<file path="config.mk">
export PLATFORM = sky130hd
export DESIGN_NAME = fla_ctrl
export DESIGN_NICKNAME = d
export VERILOG_FILES = /design/src/rtl/fla_pkg.sv /design/src/rtl/fla_ctrl.sv
export SDC_FILE = /design/constraint.sdc
export NUM_CORES = 1
export LEC_CHECK = 0
export BUFFER_PORTS_ARGS = -buffer_cell sky130_fd_sc_hd__buf_4
export CORE_MARGIN = 5
export CORE_UTILIZATION = 37
export CTS_CLUSTER_SIZE = 16
export DETAILED_ROUTE_END_ITERATION = 6
export GPL_TIMING_DRIVEN = 0
export PLACE_DENSITY_LB_ADDON = 0.15
export SLEW_MARGIN = 20
export SYNTH_ARGS = -nofsm -noshare
export SYNTH_HDL_FRONTEND = slang
export SYNTH_SLANG_ARGS = --single-unit
export TNS_END_PERCENT = 5
</file>
<file path="constraint.sdc">
create_clock -name clk -period 1.6 [get_ports clk]
set_input_delay 0.32 -clock clk [delete_from_list [all_inputs] [get_ports clk]]
set_output_delay 0.32 -clock clk [all_outputs]
set_load 0.005 [all_outputs]
</file>
<file path="src/rtl/fla_pkg.sv">
// Shared types, codes and helpers of the free-list block allocator.
// No dependencies; used by the controller, datapath and top level.
package fla_pkg;

  // Default build-time sizes
  localparam int ADDR_BITS_DEF    = 16;
  localparam int FREE_SLOTS_DEF   = 32;
  localparam int ALLOC_SLOTS_DEF  = 32;
  localparam int HEADER_BYTES_DEF = 16;

  // Largest pool the offsets can address
  localparam logic [16:0] POOL_LIM =
    (ADDR_BITS_DEF < 16) ? 17'(1 << ADDR_BITS_DEF) : 17'd65536;

  // Request limits
  localparam logic [15:0] MIN_REQUEST    = 16'd16;
  localparam logic [3:0]  MIN_ALIGN_LOG2 = 4'd3;
  localparam logic [3:0]  MAX_ALIGN_LOG2 = 4'd12;
  localparam logic [16:0] POOL_MIN       = 17'd64;

  // Register index (paddr bit 2)
  localparam logic REG_FIT_POLICY = 1'b0;
  localparam logic REG_POOL_BYTES = 1'b1;

  typedef enum logic [1:0] {
    KIND_ALLOC = 2'd0,
    KIND_FREE  = 2'd1,
    KIND_RESET = 2'd2,
    KIND_NONE  = 2'd3
  } kind_t;

  typedef enum logic [2:0] {
    ST_OK      = 3'd0,
    ST_NO_FIT  = 3'd1,
    ST_FULL    = 3'd2,
    ST_UNKNOWN = 3'd3,
    ST_BAD     = 3'd4
  } status_t;

  typedef enum logic [3:0] {
    S_IDLE,
    S_DECODE,
    S_ASCAN,
    S_ACHK,
    S_FLOOK,
    S_FPOS,
    S_FPREV,
    S_FCHK,
    S_DONE
  } state_t;

  // Controller to datapath
  typedef struct packed {
    logic    load;
    logic    scan_clr;
    logic    scan_step;
    logic    alloc_commit;
    logic    look_clr;
    logic    look_step;
    logic    pos_step;
    logic    prev_eval;
    logic    free_commit;
    logic    pool_reset;
    logic    st_we;
    status_t st_code;
    logic    resp_load;
  } cmd_t;

  // Datapath to controller
  typedef struct packed {
    kind_t kind;
    logic  req_bad;
    logic  scan_done;
    logic  found;
    logic  slot_avail;
    logic  look_hit;
    logic  look_last;
    logic  pos_done;
    logic  jprev;
    logic  jnext;
    logic  table_full;
    logic  out_busy;
  } sts_t;

  // Header plus alignment padding in front of a block starting at base
  function automatic logic [16:0] pad_for(input logic [15:0] base,
                                          input logic [3:0]  lg,
                                          input logic [16:0] hdr);
    logic [16:0] align;
    logic [16:0] mask;
    logic [16:0] p;
    logic [16:0] need;
    align = 17'd1 << lg;
    mask  = align - 17'd1;
    p     = align - ({1'b0, base} & mask);
    need  = 17'd0;
    if (p < hdr) begin
      need = hdr - p;
      p    = p + ((need + mask) & ~mask);
    end
    return p;
  endfunction

endpackage

</file>
<file path="src/rtl/fla_ctrl.sv">
// Sequencing state machine of the free-list block allocator.
// Depends on fla_pkg; drives commands into fla_dpath.
module fla_ctrl (
  input  logic          clk,
  input  logic          rst,
  input  logic          in_valid,
  output logic          in_ready,
  input  fla_pkg::sts_t sts,
  output fla_pkg::cmd_t cmd
);
  import fla_pkg::*;

  state_t state;
  state_t state_next;

  // State register
  always_ff @(posedge clk) begin
    if (rst) state <= S_IDLE;
    else     state <= state_next;
  end

  // Next state and commands
  always_comb begin
    state_next = state;
    cmd        = '0;
    cmd.st_code = ST_OK;
    in_ready   = 1'b0;
    case (state)
      S_IDLE: begin
        in_ready = 1'b1;
        if (in_valid) begin
          cmd.load   = 1'b1;
          state_next = S_DECODE;
        end
      end
      S_DECODE: begin
        case (sts.kind)
          KIND_ALLOC: begin
            if (sts.req_bad) begin
              cmd.st_we   = 1'b1;
              cmd.st_code = ST_BAD;
              state_next  = S_DONE;
            end else begin
              cmd.scan_clr = 1'b1;
              state_next   = S_ASCAN;
            end
          end
          KIND_FREE: begin
            cmd.look_clr = 1'b1;
            state_next   = S_FLOOK;
          end
          KIND_RESET: begin
            cmd.pool_reset = 1'b1;
            cmd.st_we      = 1'b1;
            cmd.st_code    = ST_OK;
            state_next     = S_DONE;
          end
          default: begin
            cmd.st_we   = 1'b1;
            cmd.st_code = ST_BAD;
            state_next  = S_DONE;
          end
        endcase
      end
      S_ASCAN: begin
        cmd.scan_step = 1'b1;
        if (sts.scan_done) state_next = S_ACHK;
      end
      S_ACHK: begin
        cmd.st_we  = 1'b1;
        state_next = S_DONE;
        if (!sts.found) begin
          cmd.st_code = ST_NO_FIT;
        end else if (!sts.slot_avail) begin
          cmd.st_code = ST_FULL;
        end else begin
          cmd.st_code      = ST_OK;
          cmd.alloc_commit = 1'b1;
        end
      end
      S_FLOOK: begin
        cmd.look_step = 1'b1;
        if (sts.look_hit) begin
          state_next = S_FPOS;
        end else if (sts.look_last) begin
          cmd.st_we   = 1'b1;
          cmd.st_code = ST_UNKNOWN;
          state_next  = S_DONE;
        end
      end
      S_FPOS: begin
        cmd.pos_step = 1'b1;
        if (sts.pos_done) state_next = S_FPREV;
      end
      S_FPREV: begin
        cmd.prev_eval = 1'b1;
        state_next    = S_FCHK;
      end
      S_FCHK: begin
        cmd.st_we  = 1'b1;
        state_next = S_DONE;
        if (!sts.jprev && !sts.jnext && sts.table_full) begin
          cmd.st_code = ST_FULL;
        end else begin
          cmd.st_code     = ST_OK;
          cmd.free_commit = 1'b1;
        end
      end
      S_DONE: begin
        // Wait for the output register to free up
        if (!sts.out_busy) begin
          cmd.resp_load = 1'b1;
          state_next    = S_IDLE;
        end
      end
      default: state_next = S_IDLE;
    endcase
  end

endmodule

</file>
==> summary.md <==
| Metric | Value |
|---|---|
| Synth top area cells | dfxtp_1 (16%), nor2_1 (5.2%), nor4b_4 (4.7%) |
| I/O pin count | 32 |
| Fin crit period | 1.88 ns |
| Drt initial violations | 24 |
| H-tree depth | 1 |
| Net count, final | 122 |
| Cell area after layout | 870 um2 |
| Fin Hold WS | 0.279 ns |
| Port bufs | 31 |
| Total negative slack | -2.85 ns |
| Biggest register | state |
| Worst-path clk slew | 0.04 ns |
| Maximum number of pins on one net before global-route repair | 11 |
| Vias in the first global route | 646 |
| Post-Place Cell Area | 764 um2 |
| Post-Route WL | 1670 um |
| GR Overflow Total | 0 |
| Outcome | complete, but fails checks |
| Fin. max-slew vios | 0 |
| Largest register FFs | 4 |
| Skew-Pair Late Insertion Delay | 0.24 ns |
| DRT antenna net count | 0 |
| Wire length per cell | 14.0 um |
| Static Leak | 0.383 nW |
| CTS root buffer | clkbuf_4 |
| Failing checks | negative setup slack |
| Clk buf depth | 2 |
| Net count after synthesis | 82 |
| Initial Utilization | 39.1% |
| Die Wd | 47.1 um |
| Mean Syn Cell Area | 7.72 um2 |
| Vias per cell | 5.74 |
| Largest area contributor in the netlist | dfxtp_1 |
| CTS Buf Count | 3 |
| Fmax achieved | 0.532 GHz |
| Antenna fix cells | 0 |
| Final worst slack | -0.281 ns |
| Slew headroom | 64.1% |
| Final setup viols | 19 |
| Synth top area share | 15.7% |
| Initial antenna violation count | 0 |
| # hold bufs at CTS | 0 |
| Sink Count | 4 |
| RD Place Congestion | 0.770 |
| Row count | 13 |
| First-pass GRT wire length | 2530 um |
| Biggest regs | state (4) |
| CP required | 1.28 ns |
| Synth cell types | 35 |
| Skew final | 0.000870 ns |
| Hold Violations, Final | 0 |
| Fillers | 114 |
| Ys Warns | 0 |
| Crit start category | flop |
| Mapped Cells | 66 |
| CTS tree | built |
| Worst VDD drop | 855 uV |
| Pwr dens | 1440 nW/um2 |
| Area Growth Syn to Fin | 70.8% |
| Fraction of layout instances using a drive strength above 1 | 54.8% |
| RSZ-0062 raised after global routing | true |
| DRC Markers | 0 |
| GRT Total Usage | 15.9% |
| Max Cap Viol | 0 |
| Crit Path Class | reg -> out |
| Period utilization | 118% |
| DIE AREA | 2220 um2 |
| DP HPWL | 1220 um |
| Via count | 683 |
| Worst EP arrival | 1.56 ns |
| Hold crit path type | in -> reg |
| Core area | 1300 um2 |
| Register area share after synthesis | 15.7% |
| First-pass DRT Iterations | 4 |
| Die H | 47.1 um |
| Measured slew at the worst slew-check pin | 0.525 ns |
| CP endpoint kind | output pin |
| Yosys reg bits | 4 |
| Worst-path maximum fanout | 4 |
| Mapped Area | 509 um2 |
-- cell families after synthesis --
family	Yosys count	share of synthesized area, %
and+or+nand+nor	38	53.3
AOI/OAI and AO/OA	17	23.6
buffers and inverters	6	4.42
DFF	4	15.7
muxes	1	2.95
-- placed cells by master (no fill, tap or decap), drive strengths merged, types with 3 or more instances in the layout --
cell    instances
buf            35
o21ai           4
nor3            4
dfxtp           4
nor3b           4
nor4b           3
a211oi          3
clkbuf          7
nand2           4
nor2            7
-- path summary, 6_finish.rpt --
path                               start        to  slack [ns]  cells past startpoint
worst max-delay path            state[2]    cmd[4]       -0.28                      4
worst min register to register  state[0]  state[3]        0.77                      3
worst max register to register  state[3]  state[0]       -0.19                      5
worst min-delay path                 rst  state[1]        0.28                      2
-- layout make-up --
cell class,count,area (um2),share of cell area [%]
plain buffers,4,23.8,2.73
clock buffers,3,22.5,2.59
multi-input cells,56,425,48.9
well taps,15,18.8,2.16
repair buffers,35,279,32.1
inverters,2,7.51,0.863
flip-flops and latches,4,92.6,10.6
-- metrics by stage --
step	utilization (%)	power, mW	cells	setup slack [ns]
2_1_floorplan	-	0.682	66	-0.0253
3_5_place_dp	58.8	0.956	112	-0.126
6_report	66.8	1.25	119	-0.281
5_1_grt	66.8	1.34	119	-0.324
3_3_place_gp	58.8	0.952	112	-0.120
4_1_cts	64.4	1.18	118	-0.287
-- where the power goes --
group,switching [mW],internal (mW)
Combinational,0.403,0.492
Sequential,0.0696,0.159
Clock,0.0456,0.0842
-- cell usage after synthesis --
| cell | n |
|---|---|
| a31oi_1 | 2 |
| nand2b_1 | 1 |
| inv_1 | 2 |
| nor4_1 | 1 |
| nor2_1 | 7 |
| a211oi_1 | 3 |
| nand3_1 | 1 |
| or4b_4 | 1 |
| or3b_4 | 1 |
| a2111oi_0 | 1 |
| and3_4 | 1 |
| a32oi_1 | 1 |
| nand2_1 | 4 |
| nor3_1 | 4 |
| nor4bb_1 | 1 |
| nor2b_1 | 2 |
| nor4_2 | 1 |
| and2_1 | 1 |
| a21oi_1 | 1 |
| dfxtp_1 | 4 |
| o31a_1 | 1 |
| nor4b_4 | 1 |
| and3b_1 | 2 |
| o21ai_0 | 4 |
| nor3b_1 | 3 |
| nand3b_1 | 2 |
| and3_1 | 1 |
| nor4b_1 | 2 |
| o31ai_1 | 1 |
| a21bo_2 | 1 |
| a21o_1 | 1 |
| nor3b_2 | 1 |
| mux2_4 | 1 |
| clkbuf_1 | 4 |
| a41oi_1 | 1 |
-- metal layers --
metal	vias up	global-route usage (%)	routed length (um)
li1	338	-	-
met1	308	19.0	717
met2	33	25.7	763
met3	4	4.60	153
met4	0	8.29	35
met5	-	0	0
-- what timing repair did --
action	4_1_cts	5_1_grt
buffers inserted	3	1
setup endpoints to repair	17	19
resized for setup	10	5
pin swaps	2	1
-- worst max-delay path: stages, from the launching register on --
cell	delay [ns]
dfxtp_4	0.34
or4b_4	0.57
a21o_1	0.21
nand3_1	0.09
buf_4	0.11
Note: power is estimated with default switching activity, not from simulation.
